[config.mk]
export PLATFORM = sky130hd
export DESIGN_NAME = capture_pulse_width_meter_core
export DESIGN_NICKNAME = d
export VERILOG_FILES = /design/src/cpwm_pkg.sv /design/src/cpwm_front.sv /design/src/cpwm_queue.sv /design/src/cpwm_back.sv /design/src/capture_pulse_width_meter_core.sv
export SDC_FILE = /design/constraint.sdc
export NUM_CORES = 1
export LEC_CHECK = 0
export BUFFER_PORTS_ARGS = -buffer_cell sky130_fd_sc_hd__buf_2
export CAP_MARGIN = 20
export CORE_MARGIN = 2
export CORE_UTILIZATION = 50
export CTS_CLUSTER_DIAMETER = 150
export CTS_CLUSTER_SIZE = 14
export DETAILED_ROUTE_END_ITERATION = 10
export GPL_TIMING_DRIVEN = 0
export PLACE_DENSITY = 0.67
export SYNTH_ARGS = -nofsm -noshare
export SYNTH_HDL_FRONTEND = slang
export SYNTH_SLANG_ARGS = --single-unit
[constraint.sdc]
create_clock -name clk -period 16.49 [get_ports clk]
set_input_delay 2.4735 -clock clk [delete_from_list [all_inputs] [get_ports clk]]
set_output_delay 2.4735 -clock clk [all_outputs]
set_load 0.01 [all_outputs]
[src/cpwm_pkg.sv]
package cpwm_pkg;

  typedef logic [1:0] mode_t;

  // Bits of the mode field
  localparam int unsigned MODE_START_BIT = 0;
  localparam int unsigned MODE_STOP_BIT  = 1;

  // Register index, taken from paddr[2]
  localparam logic REG_COUNT_DOWN = 1'b0;
  localparam logic REG_RELOAD     = 1'b1;

  // Job queue between front and back
  localparam int unsigned QUEUE_DEPTH    = 4;
  localparam int unsigned QUEUE_PTR_BITS = 2;

endpackage

[src/cpwm_front.sv]
module cpwm_front #(
  parameter int unsigned COUNTER_BITS        = 24,
  parameter int unsigned OVERFLOW_COUNT_BITS = 9
) (
  input  logic                           clk,
  input  logic                           rst,
  input  logic                           in_valid,
  output logic                           in_ready,
  input  cpwm_pkg::mode_t                mode,
  input  logic [COUNTER_BITS-1:0]        start_capture,
  input  logic [COUNTER_BITS-1:0]        stop_capture,
  input  logic                           count_down,
  input  logic [COUNTER_BITS-1:0]        reload_value,
  input  logic                           q_full,
  output logic                           push,
  output logic                           job_count_down,
  output logic [COUNTER_BITS-1:0]        job_reload,
  output logic                           job_ge,
  output logic [COUNTER_BITS-1:0]        job_diff,
  output logic [OVERFLOW_COUNT_BITS-1:0] job_r,
  output logic                           job_cfg_err
);
  import cpwm_pkg::*;

  logic [COUNTER_BITS-1:0]        start_value;
  logic [OVERFLOW_COUNT_BITS-1:0] overflow_count;
  logic                           monitoring;

  logic                           accept;
  logic                           is_start;
  logic                           is_stop;
  logic [COUNTER_BITS-1:0]        start_eff;
  logic [COUNTER_BITS-1:0]        early;
  logic [COUNTER_BITS-1:0]        late;

  assign in_ready = !q_full;
  assign accept   = in_valid && in_ready;
  assign is_start = mode[MODE_START_BIT];
  assign is_stop  = mode[MODE_STOP_BIT];
  assign push     = accept && is_stop;

  // A combined start and stop measures from the new start value
  assign start_eff = is_start ? start_capture : start_value;
  assign early     = count_down ? stop_capture : start_eff;
  assign late      = count_down ? start_eff : stop_capture;

  assign job_count_down = count_down;
  assign job_reload     = reload_value;
  assign job_ge         = (late >= early);
  assign job_diff       = job_ge ? (late - early) : (early - late);
  // A stop behind the start with no overflow seen implies one wrap
  assign job_r          = (!job_ge && overflow_count == '0) ?
                          OVERFLOW_COUNT_BITS'(1) : overflow_count;
  assign job_cfg_err    = !count_down && (reload_value != '0);

  always_ff @(posedge clk) begin
    if (rst) begin
      start_value    <= '0;
      overflow_count <= '0;
      monitoring     <= 1'b0;
    end else if (accept) begin
      if (!is_start && !is_stop) begin
        if (monitoring && overflow_count != '1) begin
          overflow_count <= overflow_count + OVERFLOW_COUNT_BITS'(1);
        end
      end else begin
        if (is_start) begin
          start_value <= start_capture;
          monitoring  <= 1'b1;
        end
        if (is_stop) begin
          monitoring     <= 1'b0;
          overflow_count <= '0;
        end
      end
    end
  end

  assert property (@(posedge clk) disable iff (rst)
    push |=> !monitoring && overflow_count == '0)
    else $error("stop did not disarm the meter");

  assert property (@(posedge clk) disable iff (rst)
    accept && is_start && !is_stop |=> monitoring)
    else $error("start did not arm the meter");

  assert property (@(posedge clk) disable iff (rst)
    !monitoring |=> $stable(overflow_count) || overflow_count == '0)
    else $error("overflow counted while disarmed");

endmodule

[src/cpwm_queue.sv]
module cpwm_queue #(
  parameter int unsigned WIDTH = 8
) (
  input  logic             clk,
  input  logic             rst,
  input  logic             push,
  input  logic [WIDTH-1:0] push_data,
  output logic             full,
  input  logic             pop,
  output logic             not_empty,
  output logic [WIDTH-1:0] pop_data
);
  import cpwm_pkg::*;

  logic [WIDTH-1:0]          entries [QUEUE_DEPTH];
  logic [QUEUE_PTR_BITS-1:0] wr_ptr;
  logic [QUEUE_PTR_BITS-1:0] rd_ptr;
  logic [QUEUE_PTR_BITS:0]   count;

  assign full      = (count == (QUEUE_PTR_BITS+1)'(QUEUE_DEPTH));
  assign not_empty = (count != '0);
  assign pop_data  = entries[rd_ptr];

  always_ff @(posedge clk) begin
    if (push) begin
      entries[wr_ptr] <= push_data;
    end
  end

  always_ff @(posedge clk) begin
    if (rst) begin
      wr_ptr <= '0;
      rd_ptr <= '0;
      count  <= '0;
    end else begin
      if (push) begin
        wr_ptr <= wr_ptr + QUEUE_PTR_BITS'(1);
      end
      if (pop) begin
        rd_ptr <= rd_ptr + QUEUE_PTR_BITS'(1);
      end
      if (push && !pop) begin
        count <= count + (QUEUE_PTR_BITS+1)'(1);
      end else if (pop && !push) begin
        count <= count - (QUEUE_PTR_BITS+1)'(1);
      end
    end
  end

  assert property (@(posedge clk) disable iff (rst)
    count <= (QUEUE_PTR_BITS+1)'(QUEUE_DEPTH))
    else $error("queue count beyond depth");

  assert property (@(posedge clk) disable iff (rst)
    !(push && full) && !(pop && !not_empty))
    else $error("queue overrun or underrun");

  assert property (@(posedge clk) disable iff (rst)
    push && !pop |=> not_empty)
    else $error("queue lost a pushed job");

endmodule

[src/cpwm_back.sv]
module cpwm_back #(
  parameter int unsigned COUNTER_BITS        = 24,
  parameter int unsigned OVERFLOW_COUNT_BITS = 9
) (
  input  logic                           clk,
  input  logic                           rst,
  input  logic                           q_valid,
  output logic                           pop,
  input  logic                           q_count_down,
  input  logic [COUNTER_BITS-1:0]        q_reload,
  input  logic                           q_ge,
  input  logic [COUNTER_BITS-1:0]        q_diff,
  input  logic [OVERFLOW_COUNT_BITS-1:0] q_r,
  input  logic                           q_cfg_err,
  output logic                           out_valid,
  input  logic                           out_ready,
  output logic [31:0]                    pulse_ticks,
  output logic                           saturated,
  output logic                           config_error
);
  import cpwm_pkg::*;

  localparam int unsigned PW = COUNTER_BITS + OVERFLOW_COUNT_BITS;
  localparam int unsigned WW = (PW + 1 > 33) ? PW + 1 : 33;

  logic [PW-1:0]           base_in;
  logic [PW-1:0]           prod;

  logic                    s1_valid;
  logic [PW-1:0]           s1_base;
  logic                    s1_ge;
  logic [COUNTER_BITS-1:0] s1_diff;
  logic                    s1_cfg_err;

  logic                    out_advance;
  logic                    s1_free;
  logic [WW-1:0]           base_ext;
  logic [WW-1:0]           diff_ext;
  logic [WW-1:0]           width;
  logic                    over;

  assign out_advance = !out_valid || out_ready;
  assign s1_free     = !s1_valid || out_advance;
  assign pop         = q_valid && s1_free;

  // Period times overflow count: a shift when counting up
  assign prod    = q_reload * q_r;
  assign base_in = q_count_down ? prod : {q_r, {COUNTER_BITS{1'b0}}};

  always_ff @(posedge clk) begin
    if (rst) begin
      s1_valid <= 1'b0;
    end else if (s1_free) begin
      s1_valid <= q_valid;
    end
  end

  always_ff @(posedge clk) begin
    if (pop) begin
      s1_base    <= base_in;
      s1_ge      <= q_ge;
      s1_diff    <= q_diff;
      s1_cfg_err <= q_cfg_err;
    end
  end

  assign base_ext = WW'(s1_base);
  assign diff_ext = WW'(s1_diff);

  always_comb begin
    if (s1_ge) begin
      width = base_ext + diff_ext;
    end else if (diff_ext > base_ext) begin
      width = '0;
    end else begin
      width = base_ext - diff_ext;
    end
  end

  assign over = |width[WW-1:32];

  always_ff @(posedge clk) begin
    if (rst) begin
      out_valid <= 1'b0;
    end else if (out_advance) begin
      out_valid <= s1_valid;
    end
  end

  always_ff @(posedge clk) begin
    if (out_advance && s1_valid) begin
      pulse_ticks  <= over ? '1 : width[31:0];
      saturated    <= over;
      config_error <= s1_cfg_err;
    end
  end

  assert property (@(posedge clk) disable iff (rst)
    out_valid && saturated |-> &pulse_ticks)
    else $error("saturated result not at full scale");

  assert property (@(posedge clk) disable iff (rst)
    s1_valid && !out_advance |=> s1_valid && $stable(s1_base))
    else $error("stage one dropped a job under stall");

  assert property (@(posedge clk) disable iff (rst)
    s1_valid && out_advance |=> out_valid)
    else $error("stage one job did not reach the output");

endmodule

[src/capture_pulse_width_meter_core.sv]
// Path: an accepted stop writes a job into the job queue; the period multiply is registered
//   in stage one, and the width add and saturate go into the output register.
// Throughput: 1 transaction per cycle; the 4-entry job queue and the two back-end
//   registers let input and output stall independently.
// Reset (synchronous, rst high): disarm the meter, clear start value, overflow count,
//   queue and output valid; count_down and reload_value return to zero.
module capture_pulse_width_meter_core #(
  parameter int unsigned COUNTER_BITS        = 24,
  parameter int unsigned OVERFLOW_COUNT_BITS = 9
) (
  input  logic                    clk,
  input  logic                    rst,
  // APB-style configuration port
  input  logic                    psel,
  input  logic                    penable,
  input  logic                    pwrite,
  input  logic [2:0]              paddr,
  input  logic [31:0]             pwdata,
  output logic [31:0]             prdata,
  output logic                    pready,
  // Capture event transactions
  input  logic                    in_valid,
  output logic                    in_ready,
  input  cpwm_pkg::mode_t         mode,
  input  logic [COUNTER_BITS-1:0] start_capture,
  input  logic [COUNTER_BITS-1:0] stop_capture,
  // Measured width transactions
  output logic                    out_valid,
  input  logic                    out_ready,
  output logic [31:0]             pulse_ticks,
  output logic                    saturated,
  output logic                    config_error
);
  import cpwm_pkg::*;

  localparam int unsigned JW = 1 + COUNTER_BITS + 1 + COUNTER_BITS + OVERFLOW_COUNT_BITS + 1;

  // Configuration registers
  logic                           count_down;
  logic [COUNTER_BITS-1:0]        reload_value;
  logic                           cfg_write;

  // Front to queue
  logic                           push;
  logic                           q_full;
  logic                           job_count_down;
  logic [COUNTER_BITS-1:0]        job_reload;
  logic                           job_ge;
  logic [COUNTER_BITS-1:0]        job_diff;
  logic [OVERFLOW_COUNT_BITS-1:0] job_r;
  logic                           job_cfg_err;
  logic [JW-1:0]                  push_data;

  // Queue to back
  logic                           pop;
  logic                           q_valid;
  logic [JW-1:0]                  pop_data;
  logic                           q_count_down;
  logic [COUNTER_BITS-1:0]        q_reload;
  logic                           q_ge;
  logic [COUNTER_BITS-1:0]        q_diff;
  logic [OVERFLOW_COUNT_BITS-1:0] q_r;
  logic                           q_cfg_err;

  // The port never inserts wait states; a write lands on the access phase.
  assign pready    = 1'b1;
  assign cfg_write = psel && penable && pwrite && pready;

  always_ff @(posedge clk) begin
    if (rst) begin
      count_down   <= 1'b0;
      reload_value <= '0;
    end else if (cfg_write) begin
      case (paddr[2])
        REG_COUNT_DOWN: count_down   <= pwdata[0];
        REG_RELOAD:     reload_value <= pwdata[COUNTER_BITS-1:0];
        default:        count_down   <= count_down;
      endcase
    end
  end

  always_comb begin
    case (paddr[2])
      REG_COUNT_DOWN: prdata = {31'd0, count_down};
      REG_RELOAD:     prdata = 32'(reload_value);
      default:        prdata = '0;
    endcase
  end

  // Front: track start value, overflow count and arming; classify each event
  // and hand a measurement job to the queue on every stop.
  cpwm_front #(
    .COUNTER_BITS        (COUNTER_BITS),
    .OVERFLOW_COUNT_BITS (OVERFLOW_COUNT_BITS)
  ) u_front (
    .clk            (clk),
    .rst            (rst),
    .in_valid       (in_valid),
    .in_ready       (in_ready),
    .mode           (mode),
    .start_capture  (start_capture),
    .stop_capture   (stop_capture),
    .count_down     (count_down),
    .reload_value   (reload_value),
    .q_full         (q_full),
    .push           (push),
    .job_count_down (job_count_down),
    .job_reload     (job_reload),
    .job_ge         (job_ge),
    .job_diff       (job_diff),
    .job_r          (job_r),
    .job_cfg_err    (job_cfg_err)
  );

  // Pack the job; the queue only carries it.
  assign push_data = {job_count_down, job_reload, job_ge, job_diff, job_r, job_cfg_err};
  assign {q_count_down, q_reload, q_ge, q_diff, q_r, q_cfg_err} = pop_data;

  cpwm_queue #(
    .WIDTH (JW)
  ) u_queue (
    .clk       (clk),
    .rst       (rst),
    .push      (push),
    .push_data (push_data),
    .full      (q_full),
    .pop       (pop),
    .not_empty (q_valid),
    .pop_data  (pop_data)
  );

  // Back: multiply period by overflow count, then add or subtract the capture
  // distance, clamping at zero, and saturate to 32 bits in the output register.
  cpwm_back #(
    .COUNTER_BITS        (COUNTER_BITS),
    .OVERFLOW_COUNT_BITS (OVERFLOW_COUNT_BITS)
  ) u_back (
    .clk          (clk),
    .rst          (rst),
    .q_valid      (q_valid),
    .pop          (pop),
    .q_count_down (q_count_down),
    .q_reload     (q_reload),
    .q_ge         (q_ge),
    .q_diff       (q_diff),
    .q_r          (q_r),
    .q_cfg_err    (q_cfg_err),
    .out_valid    (out_valid),
    .out_ready    (out_ready),
    .pulse_ticks  (pulse_ticks),
    .saturated    (saturated),
    .config_error (config_error)
  );

endmodule
# --- Yosys cells after proc, flatten, opt, wreduce, memory -nomap -nowiden ---
# Memories as Yosys holds them, arrays and structs flattened. A register that Yosys moved wholly into a read port is not among the register bits.
# Index checks and enable logic that the tools add are counted.
word_totals:
  ff_bits: 161
  ramBits: 240
  in_bits: 92
  out_inout_bits: 69
  wordCells: 91
  mem_count: 1
memory_table:
  columns: ["memory", "words", "width", "rd", "rd_clocked_by_memory_dff", "write_ports", "line_no", "rtl"]
  rows:
  - ["u_queue.entries", 4, 60, 1, 1, 1, "cpwm_queue.sv:15", "logic [WIDTH-1:0] entries [QUEUE_DEPTH];"]
classes:
  addsub: 9
  mul: 1
  n_lt_le_gt_ge: 2
  n_eq_ne: 3
  muxes: 20
  bitwise_logic: 2
  reduce_logical: 35
ops:
  columns: ["operator", "n"]
  rows:
  - ["24-bit two-way mux", 4]
  - ["34-bit two-way mux", 2]
  - ["32-bit one-hot mux with 2 select lines", 1]
  - ["24-bit subtractor", 2]
  - ["9-bit two-way mux", 4]
  - ["33-bit by 24-bit adder with 34-bit output", 1]
  - ["33-bit by 24-bit subtractor with 34-bit output", 1]
  - ["24-bit by 33-bit greater-than comparator with 1-bit output", 1]
  - ["24-bit by 9-bit multiplier with 33-bit output", 1]
  - ["33-bit two-way mux", 1]
  - ["24-bit >= comparator", 1]
  - ["24-bit nonzero test", 1]
  - ["1-bit logical AND", 12]
  - ["9-bit by 1-bit adder with 9-bit output, second input constant", 1]
  - ["1-bit zero test", 9]
  - ["9-bit zero test", 1]
  - ["9-bit inequality test, second input constant", 1]
  - ["3-bit two-way mux", 2]
  - ["2-bit AND reduction", 3]
  - ["3-bit AND reduction", 2]
  - ["2-bit nonzero test", 3]
  - ["2-bit by 1-bit adder with 2-bit output, second input constant", 2]
  - ["1-bit two-way mux", 4]
  - ["2-bit two-way mux", 2]
  - ["8 further kinds", 10]

# --- Depth between registers and ports, before layout ---
logic_depth:
  word_depth: 8
  depth_mapped: 24
  mapped_depth_nobuf: 21

# --- Hierarchy ---
# From an unflattened synthesis, not the netlist that was laid out.
unflattened:
  hier_cells: 2628
  area_unflattened_um2: 28895.2
by_module_without_submodules:
  columns: ["module", "n_inst", "cells_each", "area_each_um2", "seq_area_each_um2"]
  rows:
  - ["cpwm_back", 1, 1397, 13101.3, 2832.7]
  - ["cpwm_queue", 1, 358, 9153.8, 7387.1]
  - ["cpwm_front", 1, 727, 5252.5, 680.7]
  - ["capture_pulse_width_meter_core", 1, 146, 1387.6, 500.5]

# --- Worst setup path after synthesis ---
# No wires, ideal clock.
synth_path:
  kind: "input -> register"
  startpoint: "input port out_ready"
  endpoint: "register u_queue.count[2]"
  setup_ps: 70
  t_arrival_ps: 6774
  t_required_ps: 16420
  setup_slack_ps: 9646
  stages: 9
  n_path_buf: 0
  cell_sequence: "nor2b_1 -> a21oi_1 -> inv_1 -> ha_1 -> inv_1 -> fa_1 -> xor2_1 -> or3_1 -> a21oi_1"
synth_via:
  elab_chain_len: 6
  elab_cells_between_ends: 8
  classes_between: "1 x mux; 7 x reduce/logical"
synth_lines:
  columns: ["item", "line_no", "rtl"]
  rows:
  - ["from (decl)", "capture_pulse_width_meter_core.sv:29", "input logic out_ready,"]
  - ["1-bit logical OR (*)", "cpwm_back.sv:42", "assign out_advance = !out_valid || out_ready;"]
  - ["1-bit logical OR (*)", "cpwm_back.sv:43", "assign s1_free = !s1_valid || out_advance;"]
  - ["1-bit logical AND (*)", "cpwm_back.sv:44", "assign pop = q_valid && s1_free;"]
  - ["net pop", "capture_pulse_width_meter_core.sv:55", "logic pop;"]
  - ["1-bit zero test", "cpwm_queue.sv:42", "if (push && !pop) begin"]
  - ["1-bit logical AND", "cpwm_queue.sv:42", null]
  - ["3-bit two-way mux / 2-bit nonzero test (equally long branches)", null, null]
  - ["to (signal assigned)", "cpwm_queue.sv:43", "count <= count + (QUEUE_PTR_BITS+1)'(1);"]
  - ["to (signal assigned)", "cpwm_queue.sv:45", "count <= count - (QUEUE_PTR_BITS+1)'(1);"]
  - ["to (decl)", "cpwm_queue.sv:18", "logic [QUEUE_PTR_BITS:0] count;"]
# The timed path passes the listed nets; every way through them passes the cells marked *.
# A chain may end at the register's enable or synchronous reset.

==> flow_summary.yaml <==
clock_network:
  postCtsSetupBuffers: 0
  htree_levels: 2
  clk_latency_ns: 0.57
  clockBufferDepth: 3
  path_clk_slew_ns: 0.07
  cts_resized: 0
  hold_buffers: 0
  cts_tree: "done"
  cts_made_buffers: 34
  cts-root-buf: "clkbuf_16"
  cts.sinks: 403
timing:
  relSlewSlack_pct: 32.5
  slew_viol_final: 0
  fin_setup_tns_ns: 0
  worst_pin_slew_ns: 0.988
  max_freq_ghz: 0.121
  rsz0062_at_grt: "false"
  min_period_ns: 8.27
  period_share_pct: 50.1
  clock_skew_ns: 0.0327
  setup_violations: 0
  final.setup.worst_slack_ns: 8.22
  hold_violations: 0
floorplanning:
  die_width_um: 243
  start_util_pct: 50.5
  coreArea_um2: 56300
  rows: 87
  io_pins: 161
  die_h_um: 243
  dieArea_um2: 58800
synth:
  synth_top_area_share_pct: 35.2
  synth-seq-cells: 403
  synth.distinct_cells: 89
  synth-main-ff-cell: "edfxtp_1"
  synthCells: 2686
  yosysTopAreaCell: "edfxtp_1"
  syn_area_per_cell_um2: 10.6
  syn_area_um2: 28400
  async_flop_share_pct: 0
  yosys_warnings: 0
  synth_area_leaders: "edfxtp_1, fa_1, ha_1"
  synth-seq-area-share_pct: 40.1
  synth_enable_flop_cells: 333
worst_setup_path:
  worst_ep_required_time_ns: 16.81
  crit_end: "u_back.s1_base[26]"
  critPathKind: "register to register"
  path_buf_inv: 5
  cpMostUsedCell: "fa_1"
  crit_chain: "clkbuf_1 > buf_1 > clkbuf_1 > mux4_2 > and2_1 > fa_1 > fa_1 > fa_1 > inv_1 > fa_1 > inv_1 > ha_1 > or3_1 > a21oi_1 > a211oi_1 > a221oi_1 > o21ai_0 > o31ai_1 > o21ai_0 > xnor2_1 > o21ai_0"
  critPathMaxFanout: 10
  r2r_slack_ns: 8.22
  crit_cells: 21
  rr_worst_depth: 21
  cp_slowest_stage_delay_ns: 0.71
  timing.rr.end: "u_back.s1_base[26]"
  cp_top_family: "adder cells"
  slowest_stage: "clkbuf_1"
  critPathCaptureType: "register"
  cp.arrival_ns: 8.58
  critPathLaunchType: "register"
global_routing:
  grt_pass1_wl_mm: 118
  overflow: 0
  antenna_found_initial: 2
  grt_usage_pct: 25.8
  grt_pass1_vias: 21000
  grt_max_degree: 56
place:
  post-dp-hpwl_mm: 58.2
  placed_cells: 3594
  gp_congestion: 0.915
  pre_cts_ws_ns: 8.30
  port_buffers: 138
route:
  first_pass_iters: 5
  wl_mm: 76.5
  wire_per_inst_um: 21.0
  viasPerCell: 5.72
  drc: 0
  ant_nets: 0
  vias: 20900
  initialDrtViolationCount: 1521
hold_path:
  worstHoldPathCells: 0
  hold_class: "register to register"
finish:
  antenna_cells: 0
  drive_gt1_share_pct: 12.4
  final_cell_mix: "edfxtp_1, nand2_1, inv_1"
  syn_to_final_growth_pct: 9.91
  fillers: 4929
  final_common_cell: "edfxtp_1"
  final_net_count: 3282
  multi_input_area_um2: 15300
  layout.area.seq_um2: 11400
  final-instance-count-excl-fill: 3646
status:
  status: "complete, no violations"
job:
  cap_violations: 0
[final cells by class]
cell class | instances | share of cell area [%]
clock buffers | 49 | 2.93
plain buffers | 152 | 2.15
repair buffers | 145 | 2.68
clock inverters | 3 | 0.200
multi-input cells | 1841 | 49.0
well taps | 756 | 3.03
flip-flops and latches | 403 | 36.5
inverters | 297 | 3.57
[through the flow]
stage,instance area [um^2],utilization (%),hold WS [ns]
after detailed placement,30300,53.8,0.412
after floorplan,28500,-,0.400
final,31300,55.6,0.435
after global routing,31300,55.6,0.445
after CTS,31300,55.6,0.433
after global placement,30100,53.5,0.420
[cell families after synthesis]
| logic type | Yosys count | share of synthesized area, % |
|---|---|---|
| buffers and inverters | 449 | 6.28 |
| adder cells (fa/ha/maj) | 316 | 18.1 |
| XOR/XNOR | 53 | 1.63 |
| flip-flops | 403 | 40.1 |
| AO/OA/AOI/OAI | 541 | 12.8 |
| other | 2 | 0.0264 |
| multiplexers | 150 | 8.01 |
| AND/OR/NAND/NOR | 772 | 13.1 |
[metal layers]
layer  part of all wire [%]  wire length [um]  global-route usage, %  vias to the layer above
li1                       -                 -                      -                     9723
met1                     43             33000                   35.3                    10300
met2                     47             35900                   41.9                      680
met3                    6.4              4910                   4.00                      131
met4                    3.4              2600                   9.30                        0
met5                      0                 0                      0                        -
[registers in the layout, summed over array words and instances (netlist names), named ones only]
| name | flops |
|---|---|
| u_queue.entries | 240 |
| u_back.s1_base | 33 |
| u_back.pulse_ticks | 32 |
| reload_value | 24 |
| u_back.s1_diff | 24 |
| u_front.start_value | 24 |
| u_front.overflow_count | 9 |
| u_queue.count | 3 |
| u_queue.rd_ptr | 2 |
| u_queue.wr_ptr | 2 |
| count_down | 1 |
| u_back.config_error | 1 |
| u_back.out_valid | 1 |
| u_back.s1_cfg_err | 1 |
| u_back.s1_ge | 1 |
| u_back.s1_valid | 1 |
| u_back.saturated | 1 |
| u_front.monitoring | 1 |
[worst min path at each step]
stage	from	to
after global routing	u_back.s1_cfg_err	u_back.config_error
final	u_back.s1_cfg_err	u_back.config_error
after floorplan	u_back.s1_cfg_err	u_back.config_error
after CTS	u_back.s1_cfg_err	u_back.config_error
after global placement	u_back.s1_cfg_err	u_back.config_error
after detailed placement	u_back.s1_cfg_err	u_back.config_error
[worst register-to-register path: cells and delay by family (launching register included)]
family	cells	cell delay, ns
fa+ha+maj	5	2.29
buf+inv	5	1.73
mux	1	0.60
compound gates	7	2.29
xor+xnor	1	0.18
flops	1	0.31
simple gates	2	0.63
[cells in the mapped netlist (23+ instances only)]
cell type,instances
dfxtp_1,70
xnor2_1,23
edfxtp_1,333
mux2i_1,61
inv_1,296
a21o_1,81
nor2b_1,24
nor3_1,49
o21ai_0,83
and2_1,126
nor2_1,139
ha_1,156
fa_1,160
a21oi_1,168
mux4_2,59
mux2_2,30
xor2_1,30
clkbuf_1,119
nand2_1,302
Power is left out: the tool's default activity adds up to more than one toggle a clock period on the data nets, which glitch-free logic cannot reach.
